==> config.mk <==
export PLATFORM = sky130hd
export DESIGN_NAME = binomial_coefficient_top
export DESIGN_NICKNAME = d
export VERILOG_FILES = /design/src/rtl/bc_pkg.sv /design/src/rtl/binomial_coefficient_top.sv
export SDC_FILE = /design/constraint.sdc
export NUM_CORES = 1
export LEC_CHECK = 0
export BUFFER_PORTS_ARGS = -buffer_cell sky130_fd_sc_hd__buf_2
export CAP_MARGIN = 10
export CORE_MARGIN = 5
export CORE_UTILIZATION = 50
export DETAILED_ROUTE_END_ITERATION = 7
export GPL_TIMING_DRIVEN = 0
export PLACE_DENSITY = 0.73
export SLEW_MARGIN = 10
export SYNTH_ARGS = -nofsm -noshare
export SYNTH_HDL_FRONTEND = slang
export SYNTH_SLANG_ARGS = --single-unit
==> constraint.sdc <==
create_clock -name clk -period 35.3 [get_ports clk]
set_clock_uncertainty 0.15 [all_clocks]
set_input_delay 10.59 -clock clk [delete_from_list [all_inputs] [get_ports clk]]
set_output_delay 10.59 -clock clk [all_outputs]
set_load 0.1 [all_outputs]
==> src/rtl/bc_pkg.sv <==
// Package: widths, constants and sequencer state type for the binomial coefficient unit.
package bc_pkg;

	localparam int unsigned FieldW = 6;
	localparam int unsigned CoefW = 60;
	localparam int unsigned KW = 5;
	localparam int unsigned DigitW = 8;
	localparam int unsigned ProdW = 72;
	localparam int unsigned Digits = ProdW / DigitW;
	localparam int unsigned DigCntW = 4;

	typedef enum logic [3:0] {
		ST_IDLE = 4'b0001,
		ST_MUL  = 4'b0010,
		ST_DIV  = 4'b0100,
		ST_FIN  = 4'b1000
	} bc_state_t;

endpackage

==> src/rtl/binomial_coefficient_top.sv <==
// Binomial coefficient unit: C(n,k) by shared multiply and exact digit-serial divide.
//
// Takes n_total and k_chosen and returns coefficient = C(n,k), 0 when k > n.
// With k reduced to m = min(k, n-k), at most 31, an item with m > 0 runs m
// multiply-and-divide steps; for k = 0, k = n or k > n the unit goes
// straight to the finish state without any step. Each step is a 60x6
// multiply followed by radix-256 digit-serial exact division, over all nine
// digits, by the step index on the same product register. One item is
// in work at a time; the input may take a new item while the previous result
// still waits in the output register.
module binomial_coefficient_top (
	input  logic                      clk,
	input  logic                      arst_n,
	input  logic                      in_valid,
	output logic                      in_ready,
	input  logic [bc_pkg::FieldW-1:0] n_total,
	input  logic [bc_pkg::FieldW-1:0] k_chosen,
	output logic                      out_valid,
	input  logic                      out_ready,
	output logic [bc_pkg::CoefW-1:0]  coefficient
);
	import bc_pkg::*;

	bc_state_t            state_q;
	logic [CoefW-1:0]     acc_q;
	logic [ProdW-1:0]     prod_q;
	logic [FieldW-1:0]    base_q;
	logic [KW-1:0]        kk_q;
	logic [KW-1:0]        i_q;
	logic [KW-1:0]        rem_q;
	logic [DigCntW-1:0]   dig_q;
	logic                 out_valid_q;
	logic [CoefW-1:0]     coef_q;

	logic [FieldW-1:0]    n_minus_k;
	logic [FieldW-1:0]    kmin;
	logic [FieldW-1:0]    factor;
	logic [KW-1:0]        rem_nx;
	logic [DigitW-1:0]    qdig;
	logic                 out_free;

	assign in_ready    = (state_q == ST_IDLE);
	assign out_valid   = out_valid_q;
	assign coefficient = coef_q;
	assign out_free    = !out_valid_q || out_ready;

	assign n_minus_k = n_total - k_chosen;
	assign kmin      = (k_chosen > n_minus_k) ? n_minus_k : k_chosen;
	assign factor    = base_q + FieldW'(i_q);

	always_comb begin
		logic [KW:0] t;
		logic [KW-1:0] r;
		r = rem_q;
		qdig = '0;
		for (int j = 0; j < DigitW; j++) begin
			t = {r, prod_q[ProdW-1-j]};
			if (t >= {1'b0, i_q}) begin
				r = KW'(t - {1'b0, i_q});
				qdig[DigitW-1-j] = 1'b1;
			end else begin
				r = t[KW-1:0];
			end
		end
		rem_nx = r;
	end

	always_ff @(posedge clk or negedge arst_n) begin
		if (!arst_n) begin
			state_q <= ST_IDLE;
			out_valid_q <= 1'b0;
			acc_q <= '0;
			prod_q <= '0;
			base_q <= '0;
			kk_q <= '0;
			i_q <= '0;
			rem_q <= '0;
			dig_q <= '0;
			coef_q <= '0;
		end else begin
			if (state_q == ST_FIN && out_free) begin
				out_valid_q <= 1'b1;
			end else if (out_ready) begin
				out_valid_q <= 1'b0;
			end
			unique case (state_q)
				ST_IDLE: begin
					if (in_valid) begin
						if (k_chosen > n_total) begin
							acc_q <= '0;
							state_q <= ST_FIN;
						end else if (k_chosen == '0 || k_chosen == n_total) begin
							acc_q <= CoefW'(1);
							state_q <= ST_FIN;
						end else begin
							acc_q <= CoefW'(1);
							kk_q <= kmin[KW-1:0];
							base_q <= n_total - kmin;
							i_q <= KW'(1);
							state_q <= ST_MUL;
						end
					end
				end
				ST_MUL: begin
					prod_q <= ProdW'(acc_q) * ProdW'(factor);
					rem_q <= '0;
					dig_q <= '0;
					state_q <= ST_DIV;
				end
				ST_DIV: begin
					prod_q <= {prod_q[ProdW-DigitW-1:0], qdig};
					rem_q <= rem_nx;
					dig_q <= dig_q + DigCntW'(1);
					if (dig_q == DigCntW'(Digits - 1)) begin
						acc_q <= {prod_q[CoefW-DigitW-1:0], qdig};
						if (i_q == kk_q) begin
							state_q <= ST_FIN;
						end else begin
							i_q <= i_q + KW'(1);
							state_q <= ST_MUL;
						end
					end
				end
				ST_FIN: begin
					if (out_free) begin
						coef_q <= acc_q;
						state_q <= ST_IDLE;
					end
				end
				default: state_q <= ST_IDLE;
			endcase
		end
	end

	a_div_rem_bound: assert property (@(posedge clk) disable iff (!arst_n)
		state_q == ST_DIV |-> rem_q < i_q)
		else $error("division remainder not below divisor");

	a_mul_index: assert property (@(posedge clk) disable iff (!arst_n)
		state_q == ST_MUL |-> (i_q != '0 && i_q <= kk_q))
		else $error("step index out of range");

	a_fin_hold: assert property (@(posedge clk) disable iff (!arst_n)
		(state_q == ST_FIN && out_valid_q && !out_ready) |=> state_q == ST_FIN)
		else $error("result overwrote a pending output");

	a_accept_busy: assert property (@(posedge clk) disable iff (!arst_n)
		(in_valid && in_ready) |=> state_q != ST_IDLE)
		else $error("transfer in did not start work");

endmodule
Word-level counts from Yosys, hierarchy flattened
Index checks and enable logic that the tools add are counted.
- bits of input ports: 16
- output and inout port bits: 62
- register bits after elaboration: 222
- multiplexer cells: 39
- reductions and logical operators: 13
- eq/ne operators: 13
- bitwise gates (word level): 2
- add/sub/neg operators: 13
- $mul: 1
- $lt $le $gt $ge: 10
- operator list (kind ; count):
    case mux 72 bit (2 select lines) ; 1
    two-way mux 60 bit ; 2
    case mux 60 bit (2 select lines) ; 1
    multiplier 60 x 6 -> 66 bit ; 1
    two-way mux 5 bit ; 13
    greater-or-equal comparator 6 x 5 -> 1 bit ; 8
    subtractor 5 bit ; 8
    two-way mux 4 bit ; 6
    case mux 5 bit (2 select lines) ; 2
    case mux 4 bit (4 select lines) ; 1
    > comparator 6 bit ; 2
    != test 2 bit (second input constant) ; 6
    subtractor 6 bit ; 2
    two-way mux 1 bit ; 11
    == test 4 bit (second input constant) ; 2
    case mux 4 bit (2 select lines) ; 1
    adder 6 x 5 -> 6 bit ; 1
    == test 6 bit ; 1
    zero test 6 bit ; 1
    two-way mux 6 bit ; 1
    AND reduction 3 bit ; 2
    AND reduction 6 bit ; 1
    nonzero test 2 bit ; 3
    adder 5 x 1 -> 5 bit (second input constant) ; 1
    other kinds (11) ; 13

Logic depth before layout (Yosys ltp)
Gate-level depths: netlist of the first run.
- depth in word-level cells: 18
- mapped depth: 74
- mapped depth without buffers: 72

Worst setup path after synthesis of the first run
Ideal clock, no wire load.
- kind: input -> register
- start point: input port n_total[0] in the netlist's numbering
- end point: register base_q[5]
- path buffers: 1
- cell stages on the path: 24
- setup slack: 20499 ps
- data arrival time: 14527 ps
- data required time: 35025 ps
- cells stage by stage: inv_1 -> ha_1 -> inv_1 -> fa_1 -> inv_1 -> ha_1 -> nor2b_1 -> o21a_1 -> o21a_1 -> o21ai_0 -> nand2b_1 -> a21oi_1 -> a41o_1 -> clkbuf_1 -> nor2_1 -> a21oi_1 -> ha_1 -> a21o_1 -> a21o_1 -> a21o_1 -> a21oi_1 -> xnor2_1 -> xnor2_1 -> mux2_2
- longest elaborated chain between the ends: 4
- elaborated cells between the ends (all ways): 10
- those cells by class: 2 x add/sub; 2 x order compare; 1 x eq/ne; 1 x mux; 2 x bitwise; 2 x reduce/logical
- RTL lines (item ; line ; text):
    from (decl) ; binomial_coefficient_top.sv:16 ; input logic [bc_pkg::FieldW-1:0] n_total,
    subtractor 6 bit / == test 6 bit (equally long branches) ; binomial_coefficient_top.sv:47, binomial_coefficient_top.sv:92 ;
    > comparator 6 bit / logical OR 1 bit (equally long branches) ; binomial_coefficient_top.sv:48, binomial_coefficient_top.sv:92 ;
    two-way mux 6 bit / inverter 1 bit (equally long branches) ; - ;
    subtractor 6 bit / AND reduction 4 bit (equally long branches) ; - ;
    to (signal assigned) ; binomial_coefficient_top.sv:98 ; base_q <= n_total - kmin;
    to (decl) ; binomial_coefficient_top.sv:27 ; logic [FieldW-1:0] base_q;
Several ways; a longest one is shown, not always the timed one.
A chain may end at the register's enable or synchronous reset.

Worst setup path after layout of the first run
- start point: register i_q[1]
- end point: register prod_q[0]
- longest elaborated chain between the ends: 17
- elaborated cells between the ends (all ways): 24
- those cells by class: 7 x add/sub; 8 x order compare; 9 x mux
- RTL lines (item ; line ; text):
    from (decl) ; binomial_coefficient_top.sv:29 ; logic [KW-1:0] i_q;
    from (signal assigned) ; binomial_coefficient_top.sv:119 ; i_q <= i_q + KW'(1);
    subtractor 5 bit / greater-or-equal comparator 6 x 5 -> 1 bit (equally long branches) ; binomial_coefficient_top.sv:59, binomial_coefficient_top.sv:58 ;
    two-way mux 5 bit ; binomial_coefficient_top.sv:58 ; if (t >= {1'b0, i_q}) begin
    subtractor 5 bit / greater-or-equal comparator 6 x 5 -> 1 bit (equally long branches) ; binomial_coefficient_top.sv:59, binomial_coefficient_top.sv:58 ;
    two-way mux 5 bit ; binomial_coefficient_top.sv:58 ;
    subtractor 5 bit / greater-or-equal comparator 6 x 5 -> 1 bit (equally long branches) ; binomial_coefficient_top.sv:59, binomial_coefficient_top.sv:58 ;
    two-way mux 5 bit ; binomial_coefficient_top.sv:58 ;
    subtractor 5 bit / greater-or-equal comparator 6 x 5 -> 1 bit (equally long branches) ; binomial_coefficient_top.sv:59, binomial_coefficient_top.sv:58 ;
    two-way mux 5 bit ; binomial_coefficient_top.sv:58 ;
    greater-or-equal comparator 6 x 5 -> 1 bit / subtractor 5 bit (equally long branches) ; binomial_coefficient_top.sv:58, binomial_coefficient_top.sv:59 ;
    two-way mux 5 bit ; binomial_coefficient_top.sv:58 ;
    subtractor 5 bit / greater-or-equal comparator 6 x 5 -> 1 bit (equally long branches) ; binomial_coefficient_top.sv:59, binomial_coefficient_top.sv:58 ;
    two-way mux 5 bit ; binomial_coefficient_top.sv:58 ;
    subtractor 5 bit / greater-or-equal comparator 6 x 5 -> 1 bit (equally long branches) ; binomial_coefficient_top.sv:59, binomial_coefficient_top.sv:58 ;
    two-way mux 5 bit ; binomial_coefficient_top.sv:58 ;
    greater-or-equal comparator 6 x 5 -> 1 bit * ; binomial_coefficient_top.sv:58 ;
    two-way mux 1 bit * ; binomial_coefficient_top.sv:58 ;
    case mux 72 bit (2 select lines) * ; binomial_coefficient_top.sv:86 ; unique case (state_q)
    to (signal assigned) ; binomial_coefficient_top.sv:105 ; prod_q <= ProdW'(acc_q) * ProdW'(factor);
    to (signal assigned) ; binomial_coefficient_top.sv:111 ; prod_q <= {prod_q[ProdW-DigitW-1:0], qdig};
    to (decl) ; binomial_coefficient_top.sv:26 ; logic [ProdW-1:0] prod_q;
Mark *: on every way between the ends. The rest lies on a longest branch, timed or not.

==> run metrics, run 1 <==
share of cells above drive strength 1 between 8 and 9%; # DRC 0; DP HPWL 47900 microns; Int Power between 0.4 and 0.5 mW; status finished, final reports clean; max-slew violation count 0; Synth top area share 24.9%; ys async rst share 100%; die area 48700 sq um; top cells by area, synth dfrtp_1, fa_1, nand2_1; Hold-fix buffers, CTS 0; final worst-path setup slack 18050 ps; CTS Sinks 222; Seq/Total Area, Yosys roughly 25%; Post-DRT Antenna Nets 0; sum of negative setup slack 0 ps; Total GRT Usage 25.7%; area leader, netlist dfrtp_1; initial antenna violation count 1; IO Port Bufs 77; HP Class reg -> reg; CTS H-Tree Depth 1; gpl congestion 0.978; Post-synth EDFFs 0; Clock Path Buffers 3; CP Class reg -> reg; Post-Synthesis Cells between 2k and 3k; Rows between 70 and 80; Yosys reg bits 222; grt total ovfl 0; max cap viols 0; first-pass GRT wire length 101000 microns; worst path required time 35590 ps; Layout Utilization 55.4%; total CTS buffers 28; largest net degree at the start of global routing 105; commonest non-fill, non-tap cell in the layout nand2_1; Slew headroom 24.1%; endpoints failing setup 0; Filler cells around 4.0k; Post-Layout Cell Count about 3.2k; DR vias approximately 18k; Cell Area, Synth between 20000 and 25000 sq um; Post-Syn Area per Cell 8.83 sq um; area taken by multi-input logic gates 15000 sq um; Placement Setup Slack 18280 ps; Switching Power 0.137 mW; post-CTS setup buffers 0; die span in x 221 microns; Initial Util 50.4%; Logic pwr share 4.9%; Die H 221 microns; vias per cell 5.72; core area 44000 sq um; crit end category register; Unique masters post-synth 77; Layout area overhead 10.0%; Worst-Skew Late Latency 560 ps; WP data arrival between 15000 and 20000 ps; top_reg_cell synth dfrtp_1; Most Frequent Cell on Critical Path a21oi_1; Hold Fails Final Rpt 0; vias in the first global route between 15k and 20k; Startpoint Class register; final wirelength about 60000 microns; unrepaired setup endpoints after global routing no; Post-Place Cells between 3k and 4k; clock power share 52.2%; synth warn 0; VDD IR-drop max 0.0421 mV; Post-CTS Resized 0; measured slew at the worst slew-check pin 1130 ps; drt pass-1 iters 5; most frequent cells in the layout nand2_1, inv_1, fa_1, dfrtp_1, ha_1; slowest stage cell, crit path dfrtp_1; Clk pin slew, worst setup/hold paths 60 ps; cell leakage power between 10 and 15 nW; PD cells around 24 nW/um^2; io pins 78; Reg power frac 42.9%; register area 5560 sq um; Final #Nets 3021; Tcrit/Tclk final 48.9%; Iter 0 DRT Violations 1472; CTS tree done; Clock Tree Root clkbuf_16; Tmin final 17250 ps; Fmax a little under 0.06 GHz; syn_nets 2910; CP max FO 13; routed len/inst 19.0 microns; max incr delay on CP 930 ps; sw frac ~23%
[worst max-delay path, delay by kind of cell (launching register included)]
family	cells	cell delay, ps
AOI/OAI and AO/OA	30	6680
adders and majority gates	8	3170
buffers and inverters	7	1430
DFF	1	930
muxes	4	1420
and+or+nand+nor	19	3250
[metrics by stage]
stage / instance area, sq um / hold WS (ps) / power [mW]
final: 24400 / 346 / 0.593
after global routing: 24400 / 364 / 0.611
after detailed placement: 23400 / 328 / 0.288
after floorplan: 22200 / 300 / 0.277
after CTS: 24400 / 346 / 0.597
after global placement: 23300 / 327 / 0.287
[worst paths after layout]
check	start	to	depth (start not counted)	slack (ps)
worst max-delay path	i_q[1]	prod_q[0]	68	18050
worst min-delay path	coefficient[24]	coefficient[24]	1	350
worst max register to register	i_q[1]	prod_q[0]	68	18050
worst min register to register	coefficient[24]	coefficient[24]	1	350
max in group asynchronous	arst_n	acc_q[57]	3	23980
min in group asynchronous	arst_n	coefficient[19]	1	9760
[flip-flops by register name, summed over array words and instances, names as in the netlist]
| name | cells |
|---|---|
| prod_q | 72 |
| acc_q | 60 |
| rem_q | 5 |
| dig_q | 4 |
| out_valid | 1 |
| i_q | 5 |
| state_q | 4 |
| base_q | 6 |
| coefficient | 60 |
| kk_q | 5 |
[cell families (layout without fill, tap and decap cells)]
group | count (synthesis) | in the layout | synth area share (%)
flops | 222 | 222 | 25.0
buf+inv | 443 | 574 | 7.56
mux | 87 | 87 | 4.43
compound gates | 477 | 477 | 13.8
other cells | 0 | 1 | 0
fa+ha+maj | 382 | 382 | 29.8
xor+xnor | 105 | 105 | 4.15
simple gates | 796 | 796 | 15.2
[Yosys cell counts (12+ instances only)]
library cell / count
a21o_1: 63
a21oi_1: 107
a31oi_1: 12
and2_1: 17
buf_1: 59
clkbuf_1: 94
dfrtp_1: 221
fa_1: 244
ha_1: 138
inv_1: 285
mux2_2: 76
nand2_1: 588
nand2b_1: 24
nand3_1: 25
nand4_1: 13
nor2_1: 54
nor2b_1: 18
nor3_1: 16
o211ai_1: 60
o21ai_0: 131
xnor2_1: 67
xor2_1: 38
[power by group through the flow]
stage | Sequential [mW] | Clock (mW) | Combinational [mW]
6_report | 0.255 | 0.309 | 0.0288
5_1_grt | 0.254 | 0.324 | 0.0332
4_1_cts | 0.255 | 0.314 | 0.0293
3_5_place_dp | 0.259 | 0 | 0.0291
3_3_place_gp | 0.259 | 0 | 0.0278
2_1_floorplan | 0.259 | 0 | 0.0174
[routing by layer]
metal	up-vias	track usage, %	wire length [microns]
li1	8425	-	-
met1	9318	34.9	25900
met2	633	43.0	29800
met3	120	3.52	3860
met4	0	8.60	1960
met5	-	0	0
[layout make-up]
type | instances | share of cell area [%]
clock inverters | 10 | 0.574
plain buffers | 157 | 2.47
well taps | 592 | 3.03
clock buffers | 40 | 3.51
multi-input cells | 1847 | 61.3
flip-flops and latches | 222 | 22.8
inverters | 286 | 4.40
repair buffers | 81 | 1.92
diodes | 1 | 0.0103
Note: power is estimated with default switching activity, not from simulation.
==> inputs of run 2 (changes only) <==
--- a/config.mk
+++ b/config.mk
@@ -5,13 +5,14 @@
 export SDC_FILE = /design/constraint.sdc
 export NUM_CORES = 1
 export LEC_CHECK = 0
+export ABC_AREA = 1
 export BUFFER_PORTS_ARGS = -buffer_cell sky130_fd_sc_hd__buf_2
 export CAP_MARGIN = 10
 export CORE_MARGIN = 5
 export CORE_UTILIZATION = 50
 export DETAILED_ROUTE_END_ITERATION = 7
 export GPL_TIMING_DRIVEN = 0
-export PLACE_DENSITY = 0.73
+export PLACE_DENSITY = 0.72
 export SLEW_MARGIN = 10
 export SYNTH_ARGS = -nofsm -noshare
 export SYNTH_HDL_FRONTEND = slang
==> constraint.sdc (replaced) <==
create_clock -name clk -period 16.8 [get_ports clk]
set_clock_uncertainty 0.15 [all_clocks]
set_input_delay 5.04 -clock clk [delete_from_list [all_inputs] [get_ports clk]]
set_output_delay 5.04 -clock clk [all_outputs]
set_load 0.1 [all_outputs]
==> run metrics, run 2 <==
status finished, final reports clean; Filler cells 4238; max-slew violation count 0; syn_nets 3325; routed len/inst 19.4 microns; CTS tree done; DR WL met3 4600 microns; final worst-path setup slack 2980 ps; die span in x 224 microns; crit end category register; grt total ovfl 0; vias in the first global route approximately 21k; Cell Area, Synth ~23000 sq um; CTS Sinks 222; synth cell count leaders nand2_1, inv_1, fa_1; vias per cell 5.53; area leader, netlist dfrtp_1; Reg2Reg Depth 73; R2R setup slack 2980 ps; Post-Synthesis Cells 2927; # DRC 0; register area around 5600 sq um; WP data arrival 14140 ps; die area 50200 sq um; slowest stage cell, crit path dfrtp_1; R2R Path Start i_q[1]; Most Frequent Cell on Critical Path nand2_1; Tcrit/Tclk final 82.3%; Metal-1 WL 29200 microns; Post-DRT Antenna Nets 0; max cap viols 0; ant diodes 0; unrepaired setup endpoints after global routing no; total CTS buffers 29; Clk pin slew, worst setup/hold paths 70 ps; Yosys reg bits 222; sum of negative setup slack 0 ps; ys async rst share 100%; commonest non-fill, non-tap cell in the layout nand2_1; Slew headroom 29.4%; Clock Tree Root clkbuf_16; area taken by multi-input logic gates roughly 15000 sq um; worst hold path startpoint coefficient[7]; Fmax 0.0723 GHz; DR vias between 20k and 25k; Post-Syn Area per Cell 7.82 sq um; share of cells above drive strength 1 7.58%; Rows 78; metal2 WL 34400 microns; top_reg_cell synth dfrtp_1; final wirelength 71000 microns; Hold-fix buffers, CTS 0; IO Port Bufs slightly below 80; Worst-Skew Late Latency 590 ps; drt pass-1 iters 6; Unique masters post-synth 51; Iter 0 DRT Violations ~1.6k; Startpoint Class register; Tmin final 13820 ps; Post-CTS Resized 0; Clock Path Buffers 3; Hold Path Depth 2; most frequent cells in the layout nand2_1, inv_1, fa_1, dfrtp_1, o21ai_0; Die H 224 microns; Layout area overhead 9.66%; Total GRT Usage 28.3%; Worst R2R End rem_q[1]; hold path endpoint coefficient[7]; HP Class reg -> reg; initial antenna violation count 0; Most flops, register prod_q; Largest register FFs 72; largest net degree at the start of global routing roughly 100; Max Used Layer met4; gpl congestion 0.994; DP HPWL 57400 microns; Post-synth EDFFs 0; max incr delay on CP roughly 920 ps; count leader, synth nand2_1; post-CTS setup buffers 0; Placement Setup Slack 3150 ps; endpoints failing setup 0; measured slew at the worst slew-check pin 1050 ps; CTS H-Tree Depth 1; Seq/Total Area, Yosys 24.3%; CP max FO 12; core area 45400 sq um; Initial Util approximately half; Synth top area share 24.1%; synth warn 0; CP Class reg -> reg; top cells by area, synth dfrtp_1, fa_1, nand2_1; Hold Fails Final Rpt 0; worst path required time 17110 ps; io pins 78; Final #Nets between 3k and 4k; first-pass GRT wire length 113000 microns
-- run 2: layout make-up --
class	instances	area share (%)
multi-input cells	2078	59.6
flip-flops and latches	222	22.1
inverters	489	7.31
clock buffers	41	3.43
well taps	600	2.99
plain buffers	138	2.13
repair buffers	79	1.79
clock inverters	12	0.598
-- run 2: worst max path at each step --
| stage | from | endpoint | slack, ps | cells after the start |
|---|---|---|---|---|
| 6_report | i_q[1] | rem_q[1] | 2980 | 73 |
| 5_1_grt | i_q[1] | rem_q[3] | 1660 | 75 |
| 4_1_cts | i_q[1] | rem_q[4] | 3100 | 75 |
| 3_5_place_dp | i_q[1] | rem_q[4] | 3150 | 75 |
| 3_3_place_gp | i_q[1] | rem_q[3] | 3640 | 74 |
| 2_1_floorplan | i_q[1] | rem_q[1] | 5650 | 74 |
-- run 2: worst max-delay path, delay by kind of cell, from the launching register on --
kind	cells	cell delay (ps)
flops	1	920
compound gates	13	3160
fa+ha+maj	8	3050
simple gates	39	4570
buf+inv	13	1800
-- run 2: cell families after synthesis --
logic type	count (synthesis)	synth area share [%]
AO/OA/AOI/OAI	429	10.7
XOR/XNOR	66	2.52
adder cells (fa/ha/maj)	382	28.9
buffers and inverters	627	10.3
flip-flops	222	24.3
multiplexers	54	2.65
AND/OR/NAND/NOR	1147	20.6
-- run 2: through the flow --
step / instances / util [%] / hold WS, ps / area [sq um]
final: 3659 / 55.3 / 334 / 25100
after global routing: 3659 / 55.3 / 351 / 25100
after CTS: 3659 / 55.3 / 324 / 25100
after detailed placement: 3606 / 53.1 / 312 / 24100
after global placement: 3604 / 53.0 / 310 / 24000
after floorplan: 2927 / - / 291 / 22900
-- run 2: routing by layer --
layer  GRT usage (%)  vias to the layer above
li1                -                     9386
met1            36.9                    10000
met2            48.1                      690
met3            4.29                      156
met4            10.4                        0
met5               0                        -
Power of run 2 is left out: the tool's default activity adds up to more than one toggle a clock period on the data nets, which glitch-free logic cannot reach.
